<file path="config.mk">
export PLATFORM = sky130hd
export DESIGN_NAME = chunked_body_decoder
export DESIGN_NICKNAME = d
export VERILOG_FILES = /design/src/design/cbd_pkg.sv /design/src/design/chunked_body_decoder.sv
export SDC_FILE = /design/constraint.sdc
export NUM_CORES = 1
export LEC_CHECK = 0
export BUFFER_PORTS_ARGS = -buffer_cell sky130_fd_sc_hd__buf_4
export CORE_MARGIN = 1.5
export CORE_UTILIZATION = 46
export CTS_CLUSTER_SIZE = 25
export DETAILED_ROUTE_END_ITERATION = 12
export GPL_TIMING_DRIVEN = 0
export PLACE_DENSITY = 0.67
export SLEW_MARGIN = 20
export SYNTH_ARGS = -nofsm -noshare
export SYNTH_HDL_FRONTEND = slang
export SYNTH_SLANG_ARGS = --single-unit
</file>
<file path="constraint.sdc">
create_clock -name clk_i -period 13 [get_ports clk_i]
set_clock_uncertainty 0.05 [all_clocks]
set_input_delay 1.3 -clock clk_i [delete_from_list [all_inputs] [get_ports clk_i]]
set_output_delay 1.3 -clock clk_i [all_outputs]
set_load 0.02 [all_outputs]
</file>
<file path="src/design/cbd_pkg.sv">
// Shared types, constants and character decode helpers for the chunked body decoder.
package cbd_pkg;

  typedef enum logic [2:0] {
    PH_SIZE  = 3'd0,
    PH_SKIP  = 3'd1,
    PH_DATA  = 3'd2,
    PH_TRAIL = 3'd3,
    PH_DONE  = 3'd4,
    PH_HALT  = 3'd5
  } phase_e;

  typedef enum logic [1:0] {
    KIND_PAYLOAD = 2'd0,
    KIND_END     = 2'd1,
    KIND_ERROR   = 2'd2
  } kind_e;

  // State of the hex number on the size line
  typedef enum logic [1:0] {
    DIG_OPEN   = 2'd0,  // leading blanks allowed
    DIG_IN     = 2'd1,  // digits seen
    DIG_CLOSED = 2'd2   // rest of line ignored
  } digits_e;

  localparam int unsigned CapW  = 21;
  localparam int unsigned SizeW = 31;

  localparam logic [7:0] ChCr  = 8'h0D;
  localparam logic [7:0] ChLf  = 8'h0A;
  localparam logic [7:0] ChSp  = 8'h20;
  localparam logic [7:0] ChTab = 8'h09;
  localparam logic [7:0] ChVt  = 8'h0B;
  localparam logic [7:0] ChFf  = 8'h0C;

  localparam logic [CapW-1:0] CapReset = 21'd4096;

  function automatic logic is_hex(input logic [7:0] c);
    is_hex = (c >= 8'h30 && c <= 8'h39) || (c >= 8'h61 && c <= 8'h66) ||
             (c >= 8'h41 && c <= 8'h46);
  endfunction

  // Low nibble of the digit value; only meaningful when is_hex holds
  function automatic logic [3:0] hex_val(input logic [7:0] c);
    logic [7:0] v;
    if (c <= 8'h39) begin
      v = c - 8'h30;
    end else if (c >= 8'h61) begin
      v = c - 8'h57;
    end else begin
      v = c - 8'h37;
    end
    hex_val = v[3:0];
  endfunction

  function automatic logic is_blank(input logic [7:0] c);
    is_blank = (c == ChSp) || (c == ChTab) || (c == ChVt) || (c == ChFf);
  endfunction

endpackage

</file>
<file path="src/design/chunked_body_decoder.sv">
// Chunked transfer body decoder: parses size lines and passes chunk payload bytes out.
//
//  channel | dir | signals                                   | moves
//  --------+-----+-------------------------------------------+----------------------------
//  in      | in  | in_valid_i/in_ready_o, action_i, data_in_i| one byte or a start request
//  out     | out | out_valid_o/out_ready_i, kind_o,          | payload byte, end or error
//          |     | data_out_o, full_last_o, total_len_o      |
//  cfg     | in  | cfg_valid_i/cfg_ready_o, cfg_data_i       | capacity register write
//
// One byte per cycle unless the output stalls: each accepted byte updates the parse
// state, and any result lands in the output register the cycle after acceptance.
// A new byte is taken whenever the output register is empty or being drained.
// Reset (rst_ni low) clears the parse state and sets capacity to 4096.
// A stalled output holds its transaction and blocks input until taken.
module chunked_body_decoder
  import cbd_pkg::*;
#(
  parameter int unsigned SIZE_LINE_MAX = 50
) (
  input  logic            clk_i,
  input  logic            rst_ni,
  input  logic            in_valid_i,
  output logic            in_ready_o,
  input  logic            action_i,
  input  logic [7:0]      data_in_i,
  output logic            out_valid_o,
  input  logic            out_ready_i,
  output logic [1:0]      kind_o,
  output logic [7:0]      data_out_o,
  output logic            full_last_o,
  output logic [CapW-1:0] total_len_o,
  input  logic            cfg_valid_i,
  output logic            cfg_ready_o,
  input  logic [CapW-1:0] cfg_data_i
);

  localparam int unsigned LineW = $clog2(SIZE_LINE_MAX);
  localparam logic [LineW-1:0] LineLast = LineW'(SIZE_LINE_MAX - 1);

  phase_e          phase_q, phase_d;
  digits_e         digits_q, digits_d;
  logic [SizeW-1:0] size_q, size_d;
  logic [LineW-1:0] line_q, line_d;
  logic [CapW-1:0]  chunk_q, chunk_d;
  logic [1:0]       skip_q, skip_d;
  logic [CapW-1:0]  deliv_q, deliv_d;
  logic [CapW-1:0]  cap_q;

  logic            out_valid_q;
  kind_e           kind_q;
  logic [7:0]      data_out_q;
  logic            full_last_q;
  logic [CapW-1:0] total_len_q;

  logic            emit;
  kind_e           emit_kind;
  logic [7:0]      emit_data;
  logic            emit_full;
  logic [CapW-1:0] emit_total;

  logic            in_fire;
  logic [CapW-1:0] room;
  logic [CapW-1:0] deliv_inc;
  logic            full;
  logic [1:0]      skip_dec;

  assign in_ready_o  = !out_valid_q || out_ready_i;
  assign in_fire     = in_valid_i && in_ready_o;
  assign cfg_ready_o = 1'b1;

  assign room      = (cap_q > deliv_q) ? (cap_q - deliv_q) : CapW'(1);
  assign deliv_inc = deliv_q + CapW'(1);
  assign full      = deliv_inc >= cap_q;
  assign skip_dec  = (skip_q != 2'd0) ? (skip_q - 2'd1) : 2'd0;

  always_comb begin
    phase_d    = phase_q;
    digits_d   = digits_q;
    size_d     = size_q;
    line_d     = line_q;
    chunk_d    = chunk_q;
    skip_d     = skip_q;
    deliv_d    = deliv_q;
    emit       = 1'b0;
    emit_kind  = KIND_PAYLOAD;
    emit_data  = 8'd0;
    emit_full  = 1'b0;
    emit_total = deliv_q;

    if (in_fire) begin
      if (action_i) begin
        phase_d  = PH_SIZE;
        digits_d = DIG_OPEN;
        size_d   = '0;
        line_d   = '0;
        chunk_d  = '0;
        skip_d   = 2'd0;
        deliv_d  = '0;
      end else begin
        unique case (phase_q)
          PH_SIZE: begin
            if (data_in_i == ChCr || data_in_i == ChLf) begin
              if (size_q == '0) begin
                phase_d   = PH_DONE;
                emit      = 1'b1;
                emit_kind = KIND_END;
              end else begin
                phase_d = PH_SKIP;
                skip_d  = 2'd1;
              end
            end else if (line_q >= LineLast) begin
              phase_d   = PH_HALT;
              emit      = 1'b1;
              emit_kind = KIND_ERROR;
            end else begin
              line_d = line_q + LineW'(1);
              if (digits_q != DIG_CLOSED) begin
                if (is_hex(data_in_i)) begin
                  // next digit would push the size past 31 bits
                  if (size_q[SizeW-1:SizeW-4] != 4'd0) begin
                    phase_d   = PH_HALT;
                    emit      = 1'b1;
                    emit_kind = KIND_ERROR;
                  end else begin
                    size_d   = {size_q[SizeW-5:0], hex_val(data_in_i)};
                    digits_d = DIG_IN;
                  end
                end else if (is_blank(data_in_i)) begin
                  if (digits_q == DIG_IN) begin
                    digits_d = DIG_CLOSED;
                  end
                end else begin
                  digits_d = DIG_CLOSED;
                end
              end
            end
          end
          PH_SKIP: begin
            chunk_d = (size_q < {{(SizeW-CapW){1'b0}}, room}) ? size_q[CapW-1:0] : room;
            skip_d  = 2'd0;
            phase_d = PH_DATA;
          end
          PH_DATA: begin
            deliv_d    = deliv_inc;
            chunk_d    = (chunk_q != '0) ? (chunk_q - CapW'(1)) : chunk_q;
            emit       = 1'b1;
            emit_kind  = KIND_PAYLOAD;
            emit_data  = data_in_i;
            emit_full  = full;
            emit_total = deliv_inc;
            if (full) begin
              phase_d = PH_DONE;
              chunk_d = '0;
            end else if (chunk_q <= CapW'(1)) begin
              phase_d = PH_TRAIL;
              skip_d  = 2'd2;
            end
          end
          PH_TRAIL: begin
            skip_d = skip_dec;
            if (skip_dec == 2'd0) begin
              phase_d  = PH_SIZE;
              size_d   = '0;
              digits_d = DIG_OPEN;
              line_d   = '0;
            end
          end
          PH_DONE, PH_HALT: begin
          end
          default: begin
          end
        endcase
      end
    end
  end

  always_ff @(posedge clk_i or negedge rst_ni) begin
    if (!rst_ni) begin
      phase_q  <= PH_SIZE;
      digits_q <= DIG_OPEN;
      size_q   <= '0;
      line_q   <= '0;
      chunk_q  <= '0;
      skip_q   <= 2'd0;
      deliv_q  <= '0;
      cap_q    <= CapReset;
    end else begin
      phase_q  <= phase_d;
      digits_q <= digits_d;
      size_q   <= size_d;
      line_q   <= line_d;
      chunk_q  <= chunk_d;
      skip_q   <= skip_d;
      deliv_q  <= deliv_d;
      if (cfg_valid_i) begin
        cap_q <= cfg_data_i;
      end
    end
  end

  always_ff @(posedge clk_i or negedge rst_ni) begin
    if (!rst_ni) begin
      out_valid_q <= 1'b0;
    end else if (in_ready_o) begin
      out_valid_q <= emit;
    end
  end

  always_ff @(posedge clk_i) begin
    if (in_ready_o && emit) begin
      kind_q      <= emit_kind;
      data_out_q  <= emit_data;
      full_last_q <= emit_full;
      total_len_q <= emit_total;
    end
  end

  assign out_valid_o = out_valid_q;
  assign kind_o      = kind_q;
  assign data_out_o  = data_out_q;
  assign full_last_o = full_last_q;
  assign total_len_o = total_len_q;

  // Remaining chunk count is live only while passing data
  a_chunk_phase: assert property (@(posedge clk_i) disable iff (!rst_ni)
    (phase_q == PH_DATA) == (chunk_q != '0))
    else $error("chunk count out of step with phase");

  // A pending full_last transaction means the body has already ended
  a_full_done: assert property (@(posedge clk_i) disable iff (!rst_ni)
    (out_valid_q && full_last_q) |-> (phase_q == PH_DONE))
    else $error("full_last shown but body still open");

  // Non-payload transactions carry no byte and no full flag
  a_nonpayload: assert property (@(posedge clk_i) disable iff (!rst_ni)
    (out_valid_q && kind_q != KIND_PAYLOAD) |-> (data_out_q == 8'd0 && !full_last_q))
    else $error("end or error transaction carries payload");

  // Start request clears the body state
  a_start_clear: assert property (@(posedge clk_i) disable iff (!rst_ni)
    (in_fire && action_i) |=> (phase_q == PH_SIZE && deliv_q == '0 && size_q == '0))
    else $error("start request did not clear state");

endmodule

</file>
# Word-level counts from Yosys, hierarchy flattened
# Index checks and enable logic that the tools add are counted.
# classes
n_addsub,8
order_cmp,11
eq_ne,28
muxes,68
bitwise,3
n_reduce_logical,30
# ops
op,n
$mux 31,7
$mux 21,9
$pmux 31 s2,1
$pmux 21 s2,1
$eq 8x4->1 const B,5
$mux 2,20
$logic_not 31->1,1
$lt 31x21->1,1
$mux 3,10
$ne 3x3->1 const B,10
$mux 6,4
$add 21x1->21 const B,1
$ge 21x21->1,1
$gt 21x21->1,1
$le 21x1->1 const B,1
$reduce_bool 21->1,1
$sub 21x1->21 const B,1
$sub 21x21->21,1
$ne 5x5->1 const B,4
$ge 8x7->1 const B,2
$le 8x7->1 const B,2
$reduce_and 8->1,2
$ne 4x4->1 const B,3
$pmux 3 s4,1
other kinds (33),58
# word_totals
regBits,140
in_bits,35
out_inout_bits,35
wordCells,161

# Depth between registers and ports, before layout
# Gate-level depths: netlist of the first run.
# logic_depth
word_depth,12
ltp_mapped,20
mapped_depth_nobuf,19

# Worst setup path before layout of the first run
# No wires, ideal clock.
# synth_timing
path_type,reg2reg
from,register deliv_q[17]
to,register chunk_q[15]
setup_ns,0.130
arrival_ns,4.500
t_required_ns,12.820
setup_slack_ns,8.320
stages_incl_launch_ff,21
n_path_buf,4
period_less_slack_ns,4.680
cell_sequence,dfrtp_1 -> clkbuf_1 -> inv_1 -> ha_1 -> nand4_2 -> or3_4 -> or4_4 -> o31a_1 -> buf_2 -> buf_2 -> nand3b_1 -> ha_1 -> a2111oi_0 -> o21ai_0 -> o22a_1 -> o21a_1 -> nor2_1 -> or2_4 -> buf_6 -> o2111a_1 -> o22ai_2
# synth_between
elab_chain_len,6
elab_cells_between_ends,12
cone_classes,add/sub (2); order compare (3); eq/ne (1); mux (5); reduce/logical (1)
# synth_lines
item,line_no,text
"start, declared",chunked_body_decoder.sv:46,"logic [CapW-1:0] deliv_q, deliv_d;"
"start signal, assigned",chunked_body_decoder.sv:194,deliv_q <= deliv_d;
$sub 21x21->21 / $gt 21x21->1 (equally long branches),chunked_body_decoder.sv:71,assign room = (cap_q > deliv_q) ? (cap_q - deliv_q) : CapW'(1);
$mux 21,chunked_body_decoder.sv:71,
$lt 31x21->1,chunked_body_decoder.sv:139,"chunk_d = (size_q < {{(SizeW-CapW){1'b0}}, room}) ? size_q[CapW-1:0] : room;"
$mux 21,chunked_body_decoder.sv:139,
$pmux 21 s2,chunked_body_decoder.sv:100,unique case (phase_q)
$mux 21,chunked_body_decoder.sv:91,if (action_i) begin
"end signal, assigned",chunked_body_decoder.sv:192,chunk_q <= chunk_d;
"end, declared",chunked_body_decoder.sv:44,"logic [CapW-1:0] chunk_q, chunk_d;"
# Parallel ways exist; a longest one is shown, timed or not.
# A chain may end at the register's enable or synchronous reset.

# Final worst setup path of the first run
# layout_timing
from,register deliv_q[12]
to,register chunk_q[19]
# Same word-level chain as after synthesis.

==> results_dict.tcl, run 1 <==
set metrics [dict create \
    cts_tree "yes" \
    syn_to_final_growth_pct 15.0 \
    rows 53 \
    cts_root_buf "clkbuf_16" \
    fmax_mhz 168 \
    antenna_left 0 \
    peakVddDrop_mv 0.103 \
    met1Wirelength_mm 12.8 \
    worstHoldPathType "flip-flop to flip-flop" \
    ys_ff_latch 140 \
    relSlewSlack_pct 33.4 \
    crit_fanout 10 \
    syn_area_per_cell_um2 8.65 \
    drt_iter0_markers 683 \
    synth_flop_cell "dfrtp_1" \
    crit-reg2reg-launch "deliv_q[12]" \
    drive_above_1_share_pct 12.6 \
    wl_mm 28.2 \
    grt_max_degree 71 \
    antenna_found_initial 0 \
    total_leakage_power_nw 4.71 \
    syn_inst 1129 \
    finalCritPeriodShare_pct 45.7 \
    async_flop_share_pct 77.1 \
    grt_pass1_wl_mm 45.4 \
    syn_area_um2 9760 \
    maxCapViolations 0 \
    reg2reg_depth 19 \
    r2r-end "chunk_q[19]" \
    highest_layer "met4" \
    met3_length_mm 1.95 \
    clock_latency_ps 440 \
    dieArea_um2 22100 \
    start_kind "flip-flop" \
    synth.distinct_cells 90 \
    portBuffers 66 \
    holdPathEnd "size_q[29]" \
    dp_hpwl_mm 20.9 \
    r2r_setup_slack_ps 7060 \
    die_h_um 149 \
    dp_slack_ps 7410 \
    cts_hold_repair.buffers 0 \
    routed-wl-met2_mm 12.8 \
    min_from "size_q[29]" \
    grt.total_usage_pct 26.3 \
    first_pass_iters 5 \
    power_density_nw_per_um2 220 \
    post-route-util_pct 53.8 \
    period_needed_ps 5940 \
    die_w_um 149 \
    post_drt_via_cell_ratio 5.94 \
    critPathKind "flip-flop to flip-flop" \
    yosysSeqAreaShare_pct 37.5 \
    outcome "finished clean" \
    clk_pin_slew_worst_paths_ps 60 \
    setup_viol 0 \
    whs_path_depth 2 \
    critPathCaptureType "flip-flop" \
    worstPathRequired_ps 13240 \
    core-area_um2 20900 \
    finalHoldViolCount 0 \
    ctsHtreeMaxLevel 4 \
    grt_pass1_vias 8607 \
    critPathArrivalTime_ps 6180 \
    setup_ws_ps 7060 \
    mostFrequentLayoutCell "nand2_1" \
    vias 8944 \
    nets 1326 \
    tightest_slew_ps 991 \
    initial_core_util_pct 46.7 \
    io-pin-count 70 \
    setup_tns_ps 0 \
    synth_nets 1238 \
    synth_edf_count 32 \
    cts_setup_buffers 0 \
    clk_path_buf_depth 2 \
    cts_sinks 140 \
    rsz0062_at_grt "false" \
    gr-total-overflow 0 \
    cts_made_buffers 17 \
    final_cell_mix "nand2_1 (166), o21ai_0 (109), dfrtp_1 (107), nor2_1 (73), ha_1 (73)" \
    yosysWarnings 0 \
    num_antenna_cells 0 \
    wire_per_inst_um 18.7 \
    drc 0 \
    cts_resized 0 \
    place_congestion 0.952 \
    finalMaxSlewViolations 0 \
]
==> stage by stage <==
| step | total power, mW | hold WS, ps | instance area (um^2) | cells |
|---|---|---|---|---|
| finish | 2.48 | 456 | 11200 | 1505 |
| global route | 2.66 | 478 | 11200 | 1505 |
| CTS | 2.45 | 456 | 11200 | 1505 |
| detailed placement | 1.97 | 433 | 10700 | 1473 |
| global placement | 1.94 | 417 | 10600 | 1470 |
| floorplan | 1.60 | 400 | 9760 | 1129 |
==> worst max-delay path, stage by stage, from the launching register on <==
cell	delay [ps]
dfrtp_1	330
clkbuf_1	300
inv_1	160
ha_1	430
nand4_1	200
or2_2	370
or4_4	590
o31a_1	170
buf_2	200
buf_2	210
nand3b_1	170
ha_1	290
a2111oi_0	480
o21ai_0	240
o22a_1	310
o21a_1	210
nor2_1	390
nor2_2	190
nand2_1	340
o211ai_1	140
==> per-layer routing <==
metal,track usage [%],vias to the layer above
met1,36.4,4320
li1,-,4263
met3,5.67,47
met4,7.67,0
met5,0,-
met2,41.5,314
==> area by class of cell <==
class                           instances  area [um^2]
Buffer                                 50          219
Sequential cell                       140         3660
Clock buffer                           19          433
Inverter                               61          229
Tap cell                              275          344
Timing Repair Buffer                   69          562
Fill cell                            1920         9660
Multi-Input combinational cell        878         5660
Clock inverter                         13          118
==> registers in the layout (all words and copies together), names as in the netlist <==
name         cells
cap_q           21
phase_q          3
size_q          31
chunk_q         21
digits_q         2
deliv_q         21
skip_q           2
data_out_o       8
full_last_o      1
line_q           6
total_len_o     21
kind_o           2
out_valid_o      1
==> power by group <==
| group | switching (mW) | internal (mW) |
|---|---|---|
| registers | 0.110 | 0.556 |
| logic | 0.830 | 0.505 |
| clock network | 0.209 | 0.264 |
==> cell usage after synthesis, drive strengths merged (9+ instances only) <==
master | number | share of area [%]
nand4 | 11 | 0.83
inv | 60 | 2.3
nand2b | 12 | 0.77
o22ai | 16 | 1.1
ha | 73 | 9.4
nor4 | 16 | 1.5
buf | 17 | 0.97
nand3 | 37 | 1.9
o211ai | 16 | 1.2
a31oi | 9 | 0.58
a21oi | 55 | 2.8
edfxtp | 32 | 9.8
dfrtp | 107 | 27
nor3 | 38 | 2.1
o21ai | 112 | 5.7
nor2 | 75 | 3.0
clkbuf | 33 | 1.3
a22oi | 11 | 0.90
a21o | 12 | 0.92
or3 | 11 | 0.76
o31ai | 9 | 0.69
nand2 | 167 | 6.4
and3 | 18 | 1.2
xnor2 | 54 | 4.8
==> worst max path at each step <==
stage | start | endpoint | slack, ps | cells after the start
after CTS | deliv_q[12] | chunk_q[19] | 7270 | 19
after global placement | deliv_q[0] | chunk_q[14] | 7440 | 17
after detailed placement | deliv_q[0] | chunk_q[14] | 7410 | 17
final | deliv_q[12] | chunk_q[19] | 7060 | 19
after global routing | deliv_q[12] | chunk_q[19] | 6760 | 19
after floorplan | deliv_q[17] | chunk_q[15] | 8320 | 20
==> logic make-up (layout without fill, tap and decap cells) <==
| family | Yosys count | after routing | share of synthesized area (%) |
|---|---|---|---|
| buf+inv | 111 | 212 | 4.59 |
| fa+ha+maj | 74 | 74 | 9.56 |
| other cells | 1 | 1 | 0.0384 |
| mux | 5 | 5 | 0.551 |
| xor+xnor | 62 | 62 | 5.56 |
| compound gates | 318 | 318 | 21.2 |
| flops | 140 | 140 | 37.5 |
| simple gates | 418 | 418 | 20.9 |
Power figures use the tool's default switching activity.
==> run 2, diff against run 1 <==
- PLACE_DENSITY: 0.67 -> 0.69
- clock period: 13 -> 5.26 ns (I/O delays scaled with it)
==> results_dict.tcl, run 2 (synthesis results as in run 1) <==
set metrics [dict create \
    outcome "finished clean" \
    cts_tree "yes" \
    finalHoldViolCount 0 \
    dpl_cell_area_um2 10700 \
    p_total_mw 6.16 \
    critPathCaptureType "flip-flop" \
    maxCapViolations 0 \
    post_drt_via_cell_ratio 5.96 \
    wl_mm 28.0 \
    grt_max_degree 66 \
    final_cell_mix "nand2_1 (165), o21ai_0 (108), dfrtp_1 (102), nor2_1 (72), buf_4 (70)" \
    start_kind "flip-flop" \
    relSlewSlack_pct 40.5 \
    fmax_mhz 196 \
    worstHoldPathType "primary input to flip-flop" \
    min_from "cfg_data_i[20]" \
    io-pin-count 70 \
    clock_latency_ps 440 \
    r2r-end "chunk_q[15]" \
    setup_tns_ps 0 \
    max_flop_register "size_q" \
    first_pass_iters 6 \
    tightest_slew_ps 885 \
    num_antenna_cells 0 \
    cts_root_buf "clkbuf_16" \
    nets 1326 \
    grt.total_usage_pct 26.0 \
    rows 53 \
    crit-reg2reg-launch "deliv_q[17]" \
    power_density_nw_per_um2 544 \
    dp_hpwl_mm 21.0 \
    mostFrequentLayoutCell "nand2_1" \
    dieArea_um2 22100 \
    drive_above_1_share_pct 14.5 \
    critPathKind "flip-flop to flip-flop" \
    largest_reg_flops 31 \
    clk_path_buf_depth 2 \
    wire_per_inst_um 18.6 \
    setup_ws_ps 156 \
    ctsHtreeMaxLevel 4 \
    clk_pin_slew_worst_paths_ps 60 \
    cts_sinks 140 \
    gr-total-overflow 0 \
    internal_power_mw 3.31 \
    place_congestion 0.927 \
    total_leakage_power_nw 4.73 \
    crit_slowest_cell "or4_4" \
    grt_pass1_wl_mm 44.9 \
    period_needed_ps 5100 \
    grt_pass1_vias 8468 \
    drt_iter0_markers 676 \
    finalCritPeriodShare_pct 97.0 \
    whs_path_depth 3 \
    holdPathEnd "cap_q[20]" \
    initial_core_util_pct 46.7 \
    core-area_um2 20900 \
    p_seq_share_pct 27.2 \
    crit_fanout 10 \
    dp_slack_ps -366 \
    crit_chain "inv_1 -> ha_1 -> nand4_2 -> or3_4 -> or4_4 -> o31a_1 -> buf_2 -> buf_2 -> nand3b_1 -> ha_1 -> a2111oi_2 -> o21ai_1 -> o22a_1 -> o21a_1 -> nor2_4 -> or2_4 -> buf_6 -> o2111a_1 -> o22ai_2" \
    antenna_found_initial 0 \
    finalMaxSlewViolations 0 \
    post-route-util_pct 54.2 \
    worstPathRequired_ps 5520 \
    critPathArrivalTime_ps 5360 \
    design_area_um2 11300 \
    power_frac_comb_pct 53.7 \
    peakVddDrop_mv 0.252 \
    cts_made_buffers 17 \
    pwr-share-clk_pct 19.2 \
    syn_to_final_growth_pct 16.1 \
    die_w_um 149 \
    die_h_um 149 \
    setup_viol 0 \
    power_switching_mw 2.85 \
    antenna_left 0 \
    drc 0 \
    reg2reg_depth 19 \
    portBuffers 66 \
    r2r_setup_slack_ps 160 \
    p_sw_share_pct 46.3 \
    cp_slowest_stage_delay_ps 610 \
    vias 8968 \
]
==> run 2: cell types whose count changed in the layout (fill, tap and decap cells not counted), moves of 4 or more <==
cell | previous run | this run
dfrtp_1 | 107 | 102
clkbuf_1 | 35 | 27
ha_2 | 0 | 4
ha_1 | 73 | 68
dfrtp_2 | 0 | 5
==> run 2: final cells by class <==
type                       instances  area (um^2)
timing repair buffer              72          587
multi-input combinational        878         5720
fill                            1895         9560
sequential                       140         3670
clock inverter                    15          143
inverter                          61          229
buffer                            47          211
tap                              275          344
clock buffer                      17          425
==> run 2: worst max path at each step <==
| stage | from | to | slack (ps) | cells after the start |
|---|---|---|---|---|
| finish | deliv_q[17] | chunk_q[15] | 160 | 19 |
| CTS | deliv_q[0] | skip_q[0] | 70 | 16 |
| detailed placement | deliv_q[0] | chunk_q[3] | -370 | 17 |
| floorplan | deliv_q[17] | chunk_q[15] | 580 | 20 |
| global placement | deliv_q[0] | chunk_q[14] | -330 | 17 |
| global route | deliv_q[18] | chunk_q[15] | -70 | 19 |
==> run 2: metrics by stage <==
| stage | hold WS, ps | cells |
|---|---|---|
| detailed placement | 424 | 1473 |
| global placement | 418 | 1470 |
| global route | 256 | 1505 |
| floorplan | 180 | 1129 |
| finish | 244 | 1505 |
| CTS | 238 | 1503 |
==> run 2: power groups by stage <==
stage                     Clock, mW  Sequential (mW)  Combinational [mW]
final                          1.18             1.67                3.31
after global routing           1.23             1.70                3.66
after detailed placement          0             1.66                3.22
after CTS                      1.19             1.66                3.23
after floorplan                   0             1.61                2.35
after global placement            0             1.65                3.14
==> run 2: worst max-delay path: cells and delay by family, from the launching register on <==
kind	cells	cell delay (ps)
AND/OR/NAND/NOR	6	1700
AO/OA/AOI/OAI	7	1480
adder cells (fa/ha/maj)	2	680
buffers and inverters	4	640
flip-flops	1	440
==> run 2: repair_timing <==
action,CTS,global route
setup endpoints to repair,21,26
hold buffers,1,0
endpoints found under the hold margin,43,0
pin swaps,0,2
resized for setup,8,18
buffers inserted,0,2
==> run 2: metal layers <==
layer,wire length [um],vias to the layer above,global-route usage [%]
met5,0,-,0
met4,469,0,6.93
met3,1860,38,3.80
met2,13000,331,42.5
met1,12700,4332,36.0
li1,-,4267,-
==> run 3, diff against run 2 <==
- PLACE_DENSITY: 0.69 -> 0.66
==> results_dict.tcl, run 3 (synthesis results as in run 1) <==
set metrics [dict create \
    outcome "finished clean" \
    grt_pass1_vias 8250 \
    path_buf_inv 4 \
    place_congestion 0.943 \
    portBuffers 66 \
    cp_slowest_stage_delay_ps 610 \
    crit_chain "inv_1 -> ha_1 -> nand4_2 -> or3_4 -> or4_4 -> o31a_1 -> buf_2 -> buf_2 -> nand3b_1 -> ha_1 -> a2111oi_1 -> o21ai_0 -> o22a_1 -> o21a_1 -> nor2_4 -> or2_4 -> buf_6 -> o2111a_1 -> o22ai_2" \
    cts_made_buffers 17 \
    first_pass_iters 5 \
    relSlewSlack_pct 36.5 \
    total_leakage_power_nw 4.81 \
    hold_ws_ps 240 \
    num_antenna_cells 0 \
    die_h_um 149 \
    peakVddDrop_mv 0.241 \
    dieArea_um2 22100 \
    finalHoldViolCount 0 \
    power_density_nw_per_um2 554 \
    wire_per_inst_um 18.6 \
    core-area_um2 20900 \
    crit_fanout 10 \
    p_seq_share_pct 26.3 \
    wl_mm 28.2 \
    cts_sinks 140 \
    syn_to_final_growth_pct 17.5 \
    cts_tree "yes" \
    nFillCells 1924 \
    seq_area_um2 3670 \
    antenna_left 0 \
    clk_path_buf_depth 2 \
    period_needed_ps 5060 \
    clk_pin_slew_worst_paths_ps 60 \
    vias 8867 \
    worstPathRequired_ps 5530 \
    grt_pass1_wl_mm 44.4 \
    initial_core_util_pct 46.7 \
    setup_viol 0 \
    p_sw_share_pct 44.5 \
    post_drt_via_cell_ratio 5.87 \
    crit_slowest_cell "or4_4" \
    io-pin-count 70 \
    power_frac_comb_pct 52.3 \
    fmax_mhz 198 \
    post-route-util_pct 54.9 \
    nets 1331 \
    power_switching_mw 2.83 \
    placed_cells 1473 \
    setup_ws_ps 199 \
    tightest_slew_ps 946 \
    max_flop_register "size_q" \
    grt.total_usage_pct 26.1 \
    largest_reg_flops 31 \
    pwr-share-clk_pct 21.3 \
    drc 0 \
    grt_max_degree 74 \
    drive_above_1_share_pct 14.4 \
    dp_hpwl_mm 21.0 \
    die_w_um 149 \
    maxCapViolations 0 \
    mostFrequentLayoutCell "nand2_1" \
    drt_iter0_markers 807 \
    final_cell_mix "nand2_1 (165), o21ai_0 (109), dfrtp_1 (103), buf_4 (75), nor2_1 (72)" \
    clock_latency_ps 440 \
    critPathCaptureType "flip-flop" \
    ctsHtreeMaxLevel 4 \
    r2r_setup_slack_ps 200 \
    internal_power_mw 3.52 \
    critPathKind "flip-flop to flip-flop" \
    gr-total-overflow 0 \
    crit_family "simple AND/OR/NAND/NOR gates" \
    multi_input_area_um2 5730 \
    antenna_found_initial 0 \
    finalMaxSlewViolations 0 \
    dp_slack_ps -339 \
    rows 53 \
    finalNonFillerCells 1510 \
    finalCritPeriodShare_pct 96.2 \
    cts_root_buf "clkbuf_16" \
    start_kind "flip-flop" \
    worstHoldPathType "primary input to flip-flop" \
    critPathArrivalTime_ps 5330 \
]
run 3: cell types whose count changed in the layout (fill, tap and decap cells not counted), moves of 2 or more:
cell / before / now
bufinv_16: 1 / 3
clkinvlp_4: 4 / 0
clkbuf_1: 27 / 31
clkbuf_8: 0 / 2
clkbuf_16: 17 / 20
buf_4: 70 / 75
clkinv_4: 5 / 1
run 3: timing repair:
item,in CTS,in global routing
cloned,0,0
setup buffers,0,7
pin swaps,0,3
hold buffers,1,0
resized for setup,6,14
setup endpoints to repair,22,26
endpoints found under the hold margin,35,0
run 3: power by group through the flow:
stage / Combinational [mW] / Sequential [mW] / Clock (mW)
final: 3.32 / 1.67 / 1.36
after global routing: 3.67 / 1.71 / 1.41
after detailed placement: 3.21 / 1.66 / 0
after floorplan: 2.35 / 1.61 / 0
after CTS: 3.23 / 1.66 / 1.37
after global placement: 3.14 / 1.65 / 0
run 3: final cells by class:
type / count / share of cell area, %
plain buffers: 47 / 1.83
clock buffers: 25 / 4.70
clock inverters: 7 / 1.06
inverters: 61 / 2.00
multi-input cells: 878 / 50.0
flip-flops and latches: 140 / 32.0
well taps: 275 / 3.00
repair buffers: 77 / 5.44
run 3: worst paths after layout:
kind	start	end	cells after the start
min reg2reg	size_q[28]	size_q[28]	2
max in group asynchronous	rst_ni	cap_q[12]	3
min	cfg_data_i[13]	cap_q[13]	3
min in group asynchronous	rst_ni	size_q[22]	2
max	deliv_q[17]	chunk_q[15]	19
max reg2reg	deliv_q[17]	chunk_q[15]	19
run 3: through the flow:
step / instance area, um^2 / TNS (ps) / total power, mW
2_1_floorplan: 9760 / 0 / 3.97
3_3_place_gp: 10600 / -2690 / 4.80
3_5_place_dp: 10700 / -3580 / 4.87
4_1_cts: 11400 / 0 / 6.25
5_1_grt: 11500 / -107 / 6.79
6_report: 11500 / 0 / 6.35
run 3: metal layers:
layer  up-vias  global-route usage, %  part of all wire [%]
met4         0                   8.42                   2.0
met5         -                      0                     0
met1      4234                   37.0                    46
li1       4273                      -                     -
met2       304                   40.0                    45
met3        56                   4.91                   6.8
run 3: tightest hold or removal path, cell delays in order:
cell	delay [ps]
buf_4	70
nand2_1	40
o21ai_0	50
